### src/hdl/assert_macros.svh
// ----------------------------------------------------------------------------
// assert_macros.svh
// Assertion helpers shared by the checksum verifier RTL. Each macro is
// clocked on aclk and held off while aresetn is low.
// ----------------------------------------------------------------------------
`ifndef ASSERT_MACROS_SVH
`define ASSERT_MACROS_SVH

// Property that must hold at every clock edge outside reset
`define ASSERT_CLK(label, prop, msg) \
    label: assert property (@(posedge aclk) disable iff (!aresetn) (prop)) \
        else $error(msg);

// Condition that must never be seen at a clock edge outside reset
`define ASSERT_NEVER(label, cond, msg) \
    label: assert property (@(posedge aclk) disable iff (!aresetn) !(cond)) \
        else $error(msg);

`endif

### src/hdl/l4cv_pkg.sv
// ----------------------------------------------------------------------------
// l4cv_pkg
// Types and constants of the L4 checksum verifier: item layout, command
// and protocol codes, and fixed header lengths.
// ----------------------------------------------------------------------------
package l4cv_pkg;

    // Item kinds carried on s_tuser
    typedef enum logic [1:0] {
        CMD_HEADER = 2'd0,
        CMD_ADDR   = 2'd1,
        CMD_BYTE   = 2'd2,
        CMD_NONE   = 2'd3
    } cmd_t;

    // Network layer codes
    localparam logic [1:0] L3_IPV4  = 2'd0;
    localparam logic [1:0] L3_IPV6  = 2'd1;
    localparam logic [1:0] L3_OTHER = 2'd2;

    // Transport layer codes
    localparam logic [2:0] L4_TCP   = 3'd0;
    localparam logic [2:0] L4_UDP   = 3'd1;
    localparam logic [2:0] L4_ICMP  = 3'd2;
    localparam logic [2:0] L4_ICMP6 = 3'd3;
    localparam logic [2:0] L4_OTHER = 3'd4;

    // Fixed lengths and positions
    localparam logic [17:0] IPV6_HDR_LEN    = 18'd40;
    localparam logic [4:0]  IPV4_ADDR_WORDS = 5'd4;
    localparam logic [4:0]  IPV6_ADDR_WORDS = 5'd16;
    localparam logic [17:0] UDP_HDR_LEN     = 18'd8;
    localparam logic [15:0] UDP_CSUM_HI     = 16'd6;
    localparam logic [15:0] UDP_CSUM_LO     = 16'd7;

    // Port widths
    localparam int S_TDATA_W = 104;
    localparam int M_TDATA_W = 8;

    // One input item, unpacked
    typedef struct packed {
        cmd_t        cmd;
        logic [1:0]  l3_kind;
        logic [2:0]  l4_kind;
        logic [7:0]  protocol;
        logic        fragmented;
        logic [15:0] l3_length;
        logic [5:0]  header_length;
        logic [15:0] l3_offset;
        logic [15:0] l4_offset;
        logic [15:0] captured_length;
        logic [15:0] value;
    } item_t;

    // One result item
    typedef struct packed {
        logic checked;
        logic checksum_ok;
    } result_t;

endpackage

### src/hdl/l4cv_core.sv
// ----------------------------------------------------------------------------
// l4cv_core
// Per-packet checksum state and the update for one item, worked out
// combinationally and committed on go: header qualification, address and
// pseudo-header sum, byte accumulation and the final fold and compare.
// ----------------------------------------------------------------------------
module l4cv_core (
    input  logic              aclk,
    input  logic              aresetn,
    input  l4cv_pkg::item_t   item,      // item held in the input register
    input  logic              go,        // commit this item's state update
    output logic              emit,      // the item produces a result
    output l4cv_pkg::result_t result
);

    logic [31:0] sum_reg,        sum_next;
    logic [15:0] seg_len_reg,    seg_len_next;
    logic [15:0] bytes_seen_reg, bytes_seen_next;
    logic [7:0]  held_reg,       held_next;
    logic [4:0]  addr_cnt_reg,   addr_cnt_next;
    logic        active_reg,     active_next;
    logic        pseudo_reg,     pseudo_next;
    logic        ipv6_reg,       ipv6_next;
    logic        udp_reg,        udp_next;
    logic        udp_zero_reg,   udp_zero_next;

    // Header qualification
    logic        is_ipv4;
    logic        is_ipv6;
    logic        is_udp;
    logic        hdr_pseudo;
    logic [17:0] l3_end;
    logic [17:0] l4_off_w;
    logic [17:0] seg_wide;
    logic [15:0] cap_room;
    logic        hdr_skip;

    // Byte path
    logic [7:0]  byte_val;
    logic [15:0] idx_next;
    logic        byte_last;
    logic [31:0] byte_add;
    logic [31:0] byte_sum;
    logic        byte_udp_zero;
    logic [4:0]  addr_expect;

    // End-around carry fold; true when the complemented sum is zero
    function automatic logic fold_ok(input logic [31:0] s);
        logic [16:0] t1;
        logic [15:0] t2;
        begin
            t1 = {1'b0, s[15:0]} + {1'b0, s[31:16]};
            t2 = t1[15:0] + {15'd0, t1[16]};
            fold_ok = (t2 == 16'hFFFF);
        end
    endfunction

    // Work out segment length and whether the packet is checked at all
    always_comb begin
        is_ipv4    = (item.l3_kind == l4cv_pkg::L3_IPV4);
        is_ipv6    = (item.l3_kind == l4cv_pkg::L3_IPV6);
        is_udp     = (item.l4_kind == l4cv_pkg::L4_UDP);
        hdr_pseudo = (item.l4_kind == l4cv_pkg::L4_TCP) || is_udp ||
                     (item.l4_kind == l4cv_pkg::L4_ICMP6);
        l4_off_w   = {2'b00, item.l4_offset};
        l3_end     = {2'b00, item.l3_offset} + {2'b00, item.l3_length} +
                     (is_ipv6 ? l4cv_pkg::IPV6_HDR_LEN : 18'd0);
        seg_wide   = l3_end - l4_off_w;
        cap_room   = item.captured_length - item.l4_offset;
        hdr_skip   = (item.l4_kind > l4cv_pkg::L4_ICMP6) ||
                     !(is_ipv4 || is_ipv6) ||
                     (is_ipv4 && (item.fragmented ||
                                  (item.l3_length < {10'd0, item.header_length}))) ||
                     (l3_end <= l4_off_w) ||
                     (item.l4_offset > item.captured_length) ||
                     (seg_wide > {2'b00, cap_room}) ||
                     (is_udp && (seg_wide < l4cv_pkg::UDP_HDR_LEN));
    end

    // Accumulate one segment byte and detect the end of the segment
    always_comb begin
        byte_val      = item.value[7:0];
        idx_next      = bytes_seen_reg + 16'd1;
        byte_last     = (idx_next >= seg_len_reg);
        if (bytes_seen_reg[0]) begin
            byte_add = {16'd0, held_reg, byte_val};
        end else if (byte_last) begin
            byte_add = {16'd0, byte_val, 8'h00};
        end else begin
            byte_add = 32'd0;
        end
        byte_sum      = sum_reg + byte_add;
        byte_udp_zero = udp_zero_reg &&
                        !(((bytes_seen_reg == l4cv_pkg::UDP_CSUM_HI) ||
                           (bytes_seen_reg == l4cv_pkg::UDP_CSUM_LO)) &&
                          (byte_val != 8'h00));
        addr_expect   = ipv6_reg ? l4cv_pkg::IPV6_ADDR_WORDS : l4cv_pkg::IPV4_ADDR_WORDS;
    end

    // Next state and result for the held item
    always_comb begin
        sum_next        = sum_reg;
        seg_len_next    = seg_len_reg;
        bytes_seen_next = bytes_seen_reg;
        held_next       = held_reg;
        addr_cnt_next   = addr_cnt_reg;
        active_next     = active_reg;
        pseudo_next     = pseudo_reg;
        ipv6_next       = ipv6_reg;
        udp_next        = udp_reg;
        udp_zero_next   = udp_zero_reg;
        emit            = 1'b0;
        result          = '0;
        case (item.cmd)
            l4cv_pkg::CMD_HEADER: begin
                active_next = !hdr_skip;
                emit        = hdr_skip;
                if (!hdr_skip) begin
                    sum_next        = hdr_pseudo ?
                                      ({24'd0, item.protocol} + {16'd0, seg_wide[15:0]}) :
                                      32'd0;
                    seg_len_next    = seg_wide[15:0];
                    bytes_seen_next = 16'd0;
                    held_next       = 8'h00;
                    addr_cnt_next   = 5'd0;
                    pseudo_next     = hdr_pseudo;
                    ipv6_next       = is_ipv6;
                    udp_next        = is_udp;
                    udp_zero_next   = 1'b1;
                end
            end
            l4cv_pkg::CMD_ADDR: begin
                if (active_reg && pseudo_reg && (addr_cnt_reg < addr_expect)) begin
                    sum_next      = sum_reg + {16'd0, item.value};
                    addr_cnt_next = addr_cnt_reg + 5'd1;
                end
            end
            l4cv_pkg::CMD_BYTE: begin
                if (active_reg) begin
                    sum_next        = byte_sum;
                    udp_zero_next   = byte_udp_zero;
                    bytes_seen_next = idx_next;
                    if (!bytes_seen_reg[0]) begin
                        held_next = byte_val;
                    end
                    if (byte_last) begin
                        active_next        = 1'b0;
                        emit               = 1'b1;
                        result.checked     = !(udp_reg && byte_udp_zero);
                        result.checksum_ok = !(udp_reg && byte_udp_zero) &&
                                             fold_ok(byte_sum);
                    end
                end
            end
            default: begin
                // hold everything
            end
        endcase
    end

    // Packet state registers
    always_ff @(posedge aclk) begin
        if (!aresetn) begin
            sum_reg        <= 32'd0;
            seg_len_reg    <= 16'd0;
            bytes_seen_reg <= 16'd0;
            held_reg       <= 8'h00;
            addr_cnt_reg   <= 5'd0;
            active_reg     <= 1'b0;
            pseudo_reg     <= 1'b0;
            ipv6_reg       <= 1'b0;
            udp_reg        <= 1'b0;
            udp_zero_reg   <= 1'b1;
        end else if (go) begin
            sum_reg        <= sum_next;
            seg_len_reg    <= seg_len_next;
            bytes_seen_reg <= bytes_seen_next;
            held_reg       <= held_next;
            addr_cnt_reg   <= addr_cnt_next;
            active_reg     <= active_next;
            pseudo_reg     <= pseudo_next;
            ipv6_reg       <= ipv6_next;
            udp_reg        <= udp_next;
            udp_zero_reg   <= udp_zero_next;
        end
    end

endmodule

### src/hdl/l4_checksum_verifier_top.sv
// ----------------------------------------------------------------------------
// l4_checksum_verifier_top
// Streaming verifier of TCP, UDP, ICMP and ICMPv6 checksums (with the
// pseudo-header, except for ICMP), fed by header, address-word and segment-byte items.
// ----------------------------------------------------------------------------
// Usage:
//   Slave channel s_*: one item per handshake. s_tuser gives the item kind
//   (header facts, address word, segment byte); s_tdata carries the fields.
//   A header either yields an unchecked result at once or arms the block;
//   address words and segment bytes then add into the running sum, and the
//   byte that completes the segment yields the result.
//   Master channel m_*: m_tuser is the checked flag, m_tdata bit 0 says the
//   checksum is good.
// Timing:
//   One item per cycle sustained, unless the held item's result must wait for
//   one not yet taken. An item sits in the input register, where the sum update
//   and final fold are done, and its result goes to the result register that drives m_tvalid.
// Reset and stall:
//   aresetn clears the valid flags of both registers and leaves the block
//   idle with no packet armed. While m_tready is low a waiting result holds;
//   items that produce no result still flow, and s_tready drops only when the
//   held item needs the occupied result register.
// ----------------------------------------------------------------------------
`include "assert_macros.svh"

module l4_checksum_verifier_top (
    input  logic                           aclk,
    input  logic                           aresetn,
    input  logic                           s_tvalid,
    output logic                           s_tready,
    // l3_kind, l4_kind, protocol, fragmented, l3_length, header_length,
    // l3_offset, l4_offset, captured_length, value; zero pad to 104
    input  logic [l4cv_pkg::S_TDATA_W-1:0] s_tdata,
    // cmd
    input  logic [1:0]                     s_tuser,
    output logic                           m_tvalid,
    input  logic                           m_tready,
    // checksum_ok; zero pad to 8
    output logic [l4cv_pkg::M_TDATA_W-1:0] m_tdata,
    // checked
    output logic                           m_tuser
);

    l4cv_pkg::item_t   in_item;
    l4cv_pkg::item_t   in_reg;
    logic              in_vld_reg,  in_vld_next;
    logic              out_vld_reg, out_vld_next;
    l4cv_pkg::result_t out_reg,     out_next;
    logic              go;
    logic              core_emit;
    l4cv_pkg::result_t core_result;

    // Unpack the slave item
    always_comb begin
        in_item.cmd             = l4cv_pkg::cmd_t'(s_tuser);
        in_item.l3_kind         = s_tdata[1:0];
        in_item.l4_kind         = s_tdata[4:2];
        in_item.protocol        = s_tdata[12:5];
        in_item.fragmented      = s_tdata[13];
        in_item.l3_length       = s_tdata[29:14];
        in_item.header_length   = s_tdata[35:30];
        in_item.l3_offset       = s_tdata[51:36];
        in_item.l4_offset       = s_tdata[67:52];
        in_item.captured_length = s_tdata[83:68];
        in_item.value           = s_tdata[99:84];
    end

    // Advance the held item unless its result would overwrite one not taken
    assign go       = in_vld_reg && (!core_emit || !out_vld_reg || m_tready);
    assign s_tready = !in_vld_reg || go;

    l4cv_core u_core (
        .aclk    (aclk),
        .aresetn (aresetn),
        .item    (in_reg),
        .go      (go),
        .emit    (core_emit),
        .result  (core_result)
    );

    // Input and result register control
    always_comb begin
        in_vld_next  = in_vld_reg;
        out_vld_next = out_vld_reg;
        out_next     = out_reg;
        if (s_tready) begin
            in_vld_next = s_tvalid;
        end
        if (go && core_emit) begin
            out_vld_next = 1'b1;
            out_next     = core_result;
        end else if (m_tready) begin
            out_vld_next = 1'b0;
        end
    end

    always_ff @(posedge aclk) begin
        if (!aresetn) begin
            in_vld_reg  <= 1'b0;
            out_vld_reg <= 1'b0;
        end else begin
            in_vld_reg  <= in_vld_next;
            out_vld_reg <= out_vld_next;
        end
    end

    // Payload registers
    always_ff @(posedge aclk) begin
        if (s_tready && s_tvalid) begin
            in_reg <= in_item;
        end
        out_reg <= out_next;
    end

    // Drive the master item
    assign m_tvalid = out_vld_reg;
    assign m_tuser  = out_reg.checked;
    assign m_tdata  = {{(l4cv_pkg::M_TDATA_W-1){1'b0}}, out_reg.checksum_ok};

    `ASSERT_CLK(a_ok_implies_checked, m_tvalid |-> (m_tuser || !m_tdata[0]), "good checksum on an unchecked result")
    `ASSERT_NEVER(a_result_overwrite, go && core_emit && out_vld_reg && !m_tready, "result register overwritten before it was taken")
    `ASSERT_CLK(a_stall_needs_item, !s_tready |-> (in_vld_reg && core_emit && out_vld_reg), "input stalled without a blocked result")

endmodule

### config.mk
export PLATFORM = sky130hd
export DESIGN_NAME = l4_checksum_verifier_top
export DESIGN_NICKNAME = d
export VERILOG_FILES = /design/src/hdl/l4cv_pkg.sv /design/src/hdl/l4cv_core.sv /design/src/hdl/l4_checksum_verifier_top.sv
export VERILOG_INCLUDE_DIRS = /design/src /design/src/hdl
export SDC_FILE = /design/constraint.sdc
export NUM_CORES = 1
export LEC_CHECK = 0
export ABC_AREA = 1
export BUFFER_PORTS_ARGS = -buffer_cell sky130_fd_sc_hd__buf_2
export CORE_ASPECT_RATIO = 1.4
export CORE_UTILIZATION = 62
export DETAILED_ROUTE_END_ITERATION = 12
export PLACE_DENSITY = 0.94
export SKIP_CTS_REPAIR_TIMING = 1
export SLEW_MARGIN = 20
export SYNTH_ARGS = -nofsm -noshare
export SYNTH_HDL_FRONTEND = slang
export SYNTH_SLANG_ARGS = --single-unit
### constraint.sdc
create_clock -name aclk -period 10.4 [get_ports aclk]
set_input_delay 1.56 -clock aclk [delete_from_list [all_inputs] [get_ports aclk]]
set_output_delay 1.56 -clock aclk [all_outputs]
set_load 0.02 [all_outputs]
Word level (Yosys, flattened, before mapping)
Cells that the tools add are included.
W data, S select, Z words.
{ "word_totals": {"inputBits": 110, "elab_cells": 134, "out_inout_bits": 11, "regBits": 188} }
{ "op_classes": {"n_lt_le_gt_ge": 8, "n_mux": 30, "n_reduce_logical": 47, "bitwise": 1, "add_sub_neg": 11, "n_eq_ne": 12} }
{ "ops": {"columns": ["operator", "count"], "rows": [
  ["$mux W32", 5],
  ["$pmux W32 S3", 1],
  ["$mux W16", 3],
  ["$add A16 B16 Y17", 2],
  ["$add A32 B16 Y32", 1],
  ["$add A32 B32 Y32", 1],
  ["$eq A16 B3 Y1 const B", 2],
  ["$pmux W16 S2", 1],
  ["$mux W8", 3],
  ["$add A18 B18 Y18", 1],
  ["$gt A18 B16 Y1", 1],
  ["$le A18 B16 Y1", 1],
  ["$lt A18 B4 Y1 const B", 1],
  ["$sub A18 B16 Y18", 1],
  ["$add A8 B16 Y17", 1],
  ["$add A16 B1 Y16", 1],
  ["$add A16 B1 Y16 const B", 1],
  ["$eq A16 B16 Y1 const B", 1],
  ["$ge A16 B16 Y1", 1],
  ["$gt A16 B16 Y1", 1],
  ["$lt A16 B6 Y1", 1],
  ["$pmux W8 S2", 1],
  ["$sub A16 B16 Y16", 1],
  ["$mux W5", 3],
  ["other kinds (26)", 73]
]} }

Depth between registers and ports, before layout
{ "logic_depth": {"word_depth": 16, "mapped_depth": 57, "depth_no_buf": 56} }

Hierarchy
Synthesis repeated with hierarchy kept, for this count alone.
{ "unflattened": {"cells_unflattened": 2251, "hier_area_um2": 15712.6} }
{ "modules_own_cells": {"columns": ["module", "area_per_inst_um2", "instances", "seq_area_each_um2", "cells_per_inst"], "rows": [
  ["l4cv_core", 12414.4, 1, 1641.6, 2121],
  ["l4_checksum_verifier_top", 3298.2, 1, 3163.0, 130]
]} }

Worst setup path after synthesis
Ideal clock, no wire load.
{ "synth_timing": {"path_kind": "register to register", "start": "register u_core.bytes_seen_reg[0]", "end": "register out_reg (netlist bit m_tdata[0]), data pin", "synth_period_minus_slack_ps": 7691, "path_stages_with_launch": 58, "required_ps": 10243, "setup_ps": 157, "arrival_time_ps": 7534, "slack_ps": 2709, "cell_sequence": "dfxtp_1 clkbuf_1 inv_1 nor3_1 nand2_1 nor2_1 nand3_1 nor3b_1 nand3_1 nor2_1 nand4_1 xnor2_1 ha_1 nand2_1 inv_1 nand3_1 inv_1 a21oi_1 (+22 left out) nand2_1 a21oi_1 o21ai_0 a21oi_1 o21bai_1 ha_1 ha_1 inv_1 nor2_1 nand2_1 xnor2_1 nor4_1 nand3b_1 a21oi_1 o211ai_1 nor2_1 nand4_1 nor3_1"} }
{ "synth_via": {"elab_chain_len": 9, "elab_cells_between_ends": 18, "classes_between": "add/sub: 4; order compare: 1; eq/ne: 3; mux: 2; reduce/logical: 8"} }
{ "synth_lines": {"columns": ["element", "line", "rtl"], "rows": [
  ["start, declared", "l4cv_core.sv:18", "logic [15:0] bytes_seen_reg, bytes_seen_next;"],
  ["start signal, assigned", "l4cv_core.sv:177", "bytes_seen_reg <= bytes_seen_next;"],
  ["$add A16 B1 Y16", "l4cv_core.sv:83", "idx_next = bytes_seen_reg + 16'd1;"],
  ["$ge A16 B16 Y1", "l4cv_core.sv:84", "byte_last = (idx_next >= seg_len_reg);"],
  ["$mux W16", "l4cv_core.sv:87", "end else if (byte_last) begin"],
  ["$mux W32", "l4cv_core.sv:85", "if (bytes_seen_reg[0]) begin"],
  ["$add A32 B32 Y32", "l4cv_core.sv:92", "byte_sum = sum_reg + byte_add;"],
  ["$add A16 B16 Y17", "l4cv_core.sv:52", "t1 = {1'b0, s[15:0]} + {1'b0, s[31:16]};"],
  ["$add A16 B1 Y16", "l4cv_core.sv:53", "t2 = t1[15:0] + {15'd0, t1[16]};"],
  ["$eq A16 B16 Y1", "l4cv_core.sv:54", "fold_ok = (t2 == 16'hFFFF);"],
  ["$logic_and A1 B1 Y1", "l4cv_core.sv:150", "result.checksum_ok = !(udp_reg && byte_udp_zero) &&"],
  ["end signal, assigned", "l4_checksum_verifier_top.sv:112", "out_reg <= out_next;"],
  ["end, declared", "l4_checksum_verifier_top.sv:48", "l4cv_pkg::result_t out_reg, out_next;"]
]} }
Parallel ways exist; a longest one is shown, timed or not.
A chain may end at the register's enable or synchronous reset.

Final worst setup path
Ends and elaborated chain as after synthesis.

==> results_dict.tcl <==
set metrics [dict create \
    status "finished clean" \
    crit_fanout 19 \
    cts_buffer_depth 2 \
    clk_pin_slew_worst_paths_ns 0.07 \
    ir_drop_v 0.000134 \
    antenna_cells 0 \
    combPwrFrac_pct 36.4 \
    hpwl_um 31600 \
    cts.sinks 188 \
    max_freq_mhz 105 \
    ys_warn_count 0 \
    leakagePower_nw 7.68 \
    power_frac_clock_pct 28.1 \
    finalWirelength_um 41700 \
    hold_slack_ns 0.470 \
    tightest_slew_ns 1.04 \
    place.gp.congestion 1.01 \
    cp_common_cell "nand2_1" \
    clkLatencyLatePin_ns 0.45 \
    root_buffer "clkbuf_16" \
    slew_headroom_pct 30.5 \
    p_sw_share_pct 37.4 \
    rsz0062_at_grt "false" \
    wl_per_cell_um 16.9 \
    die_area_um2 24700 \
    avgSynthCellArea_um2 7.23 \
    cp_slowest_cell "o21ai_0" \
    grtUsageTotal_pct 34.9 \
    yosys-top-cells-area "edfxtp_1 (21%), nand2_1 (13%), ha_1 (13%)" \
    tritoncts "yes" \
    grt_pass1_vias 15000 \
    fin_setup_tns_ns 0 \
    startpoint_type "flip-flop" \
    syn_inst 2066 \
    antenna_left 0 \
    slowest_delay_ns 0.44 \
    worstHoldPathType "flip-flop to flip-flop" \
    layout-drive-gt1-share_pct 8.39 \
    ys_types 55 \
    synth_edf_count 104 \
    area_delta_synth_final_pct 9.02 \
    synthFlopType "edfxtp_1" \
    grt_start_max_net_pins 70 \
    start_util_pct 63.7 \
    grt_pass1_wl_um 67600 \
    overflow 0 \
    die_h_um 186 \
    power_density_nw_per_um2 145 \
    critPathCaptureType "flip-flop" \
    use_met2_pct 64.3 \
    ios 121 \
    pwr-share-seq_pct 35.5 \
    yosys_register_bits 188 \
    gr-usage-met3_pct 6.05 \
    hold_viol 0 \
    num_vias 14700 \
    fp.coreArea_um2 23500 \
    row_count 66 \
    htree_levels 4 \
    nFillCells 1903 \
    path_class "flip-flop to flip-flop" \
    yosys.area.top_type "edfxtp_1" \
    maxSlewViolCount 0 \
    cts_buffers 17 \
    crit_arrival_ns 9.79 \
    drv_cap 0 \
    final_nets 2427 \
    drtPass1Iterations 7 \
    yosysMostFrequentCell "nand2_1" \
    required_ns 10.69 \
    p_int_mw 1.48 \
    port_buffers 109 \
    yosysTopAreaCellShare_pct 20.9 \
    finalSetupViolCount 0 \
    p_switching_uw 887 \
    synthArstFlopShare_pct 0 \
    met1_usage_pct 31.7 \
    synth.cell_area_um2 14900 \
    finalPower_mw 2.37 \
    antenna_found_initial 0 \
    drc 0 \
    drt_iter0_drc 952 \
    seq_area_frac_synth_pct 32.1 \
    fin_crit_ns 9.50 \
    busiest_layer "met2" \
    via_per_inst 5.93 \
    synth_common_cells "nand2_1 (529), inv_1 (251), nor2_1 (219), a21oi_1 (162), ha_1 (154)" \
    finalCritPeriodShare_pct 91.4 \
    clock_skew_ns 0.0130 \
    largest_register_ffs 102 \
    die_w_um 133 \
]
stage by stage:
step                instance area (um2)  utilization [%]  setup WS (ns)  cells
floorplan                         15000                -           2.71   2072
global placement                  15700             67.0           1.33   2443
detailed placement                15700             67.0          0.933   2443
CTS                               16300             69.5          0.884   2475
global route                      16300             69.5         0.0256   2475
finish                            16300             69.5          0.898   2475
cell families (layout without fill, tap and decap cells):
group	count (synthesis)	after routing	synth area share [%]
AO/OA/AOI/OAI	299	299	11.2
AND/OR/NAND/NOR	1003	1003	28.3
adder cells (fa/ha/maj)	161	161	13.8
flip-flops	188	188	32.1
other	1	7	0.0251
buffers and inverters	309	406	8.31
XOR/XNOR	105	105	6.20
critical path, delay by kind of cell, from the launching register on:
| family | cells | cell delay (ns) |
|---|---|---|
| and+or+nand+nor | 30 | 4.11 |
| AOI/OAI and AO/OA | 11 | 2.36 |
| adders and majority gates | 5 | 1.34 |
| buffers and inverters | 7 | 0.71 |
| xor gates and xnor gates | 3 | 0.48 |
| DFF | 1 | 0.31 |
cell usage in the layout, fill, tap and decap left out, types with 7 or more instances in the layout:
| cell | n |
|---|---|
| a21oi_1 | 162 |
| buf_2 | 109 |
| buf_4 | 10 |
| clkbuf_16 | 17 |
| conb_1 | 7 |
| dfxtp_1 | 84 |
| edfxtp_1 | 104 |
| fa_1 | 7 |
| ha_1 | 153 |
| inv_1 | 250 |
| nand2_1 | 529 |
| nand2_2 | 8 |
| nand3_1 | 142 |
| nand3b_1 | 14 |
| nand4_1 | 25 |
| nor2_1 | 219 |
| nor3_1 | 29 |
| nor4_1 | 12 |
| o21a_1 | 7 |
| o21ai_0 | 77 |
| or2_2 | 7 |
| xnor2_1 | 27 |
| xor2_1 | 77 |
metal layers:
| metal | up-vias | routed length (um) |
|---|---|---|
| met3 | 292 | 2870 |
| met5 | - | 0 |
| met2 | 734 | 21100 |
| met1 | 6654 | 13700 |
| li1 | 7001 | - |
| met4 | 0 | 4060 |
power by group through the flow:
stage / sequential, mW / clock (mW) / combinational [mW]
after CTS: 0.842 / 0.666 / 0.836
after global placement: 0.856 / 0 / 0.788
after floorplan: 0.851 / 0 / 0.603
after global routing: 0.845 / 0.693 / 0.952
after detailed placement: 0.858 / 0 / 0.827
final: 0.842 / 0.666 / 0.862
path summary, 6_finish.rpt:
check | startpoint | end | slack [ns] | cells past startpoint
max reg2reg | u_core.bytes_seen_reg[0]$_SDFFE_PN0P_ | m_tdata[0]$_SDFFCE_PN0P_ | 0.90 | 56
max | u_core.bytes_seen_reg[0]$_SDFFE_PN0P_ | m_tdata[0]$_SDFFCE_PN0P_ | 0.90 | 56
min | u_core.seg_len_reg[15]$_SDFFE_PN0P_ | u_core.seg_len_reg[15]$_SDFFE_PN0P_ | 0.47 | 2
min reg2reg | u_core.seg_len_reg[15]$_SDFFE_PN0P_ | u_core.seg_len_reg[15]$_SDFFE_PN0P_ | 0.47 | 2
layout make-up:
cell class,instances,area (um2),area share [%]
clock inverters,12,145,0.891
well taps,306,383,2.35
multi-input cells,1575,8940,54.9
repair buffers,119,621,3.81
flip-flops and latches,188,4800,29.5
inverters,255,960,5.89
clock buffers,20,437,2.68
(Power assumes the default switching activity.)
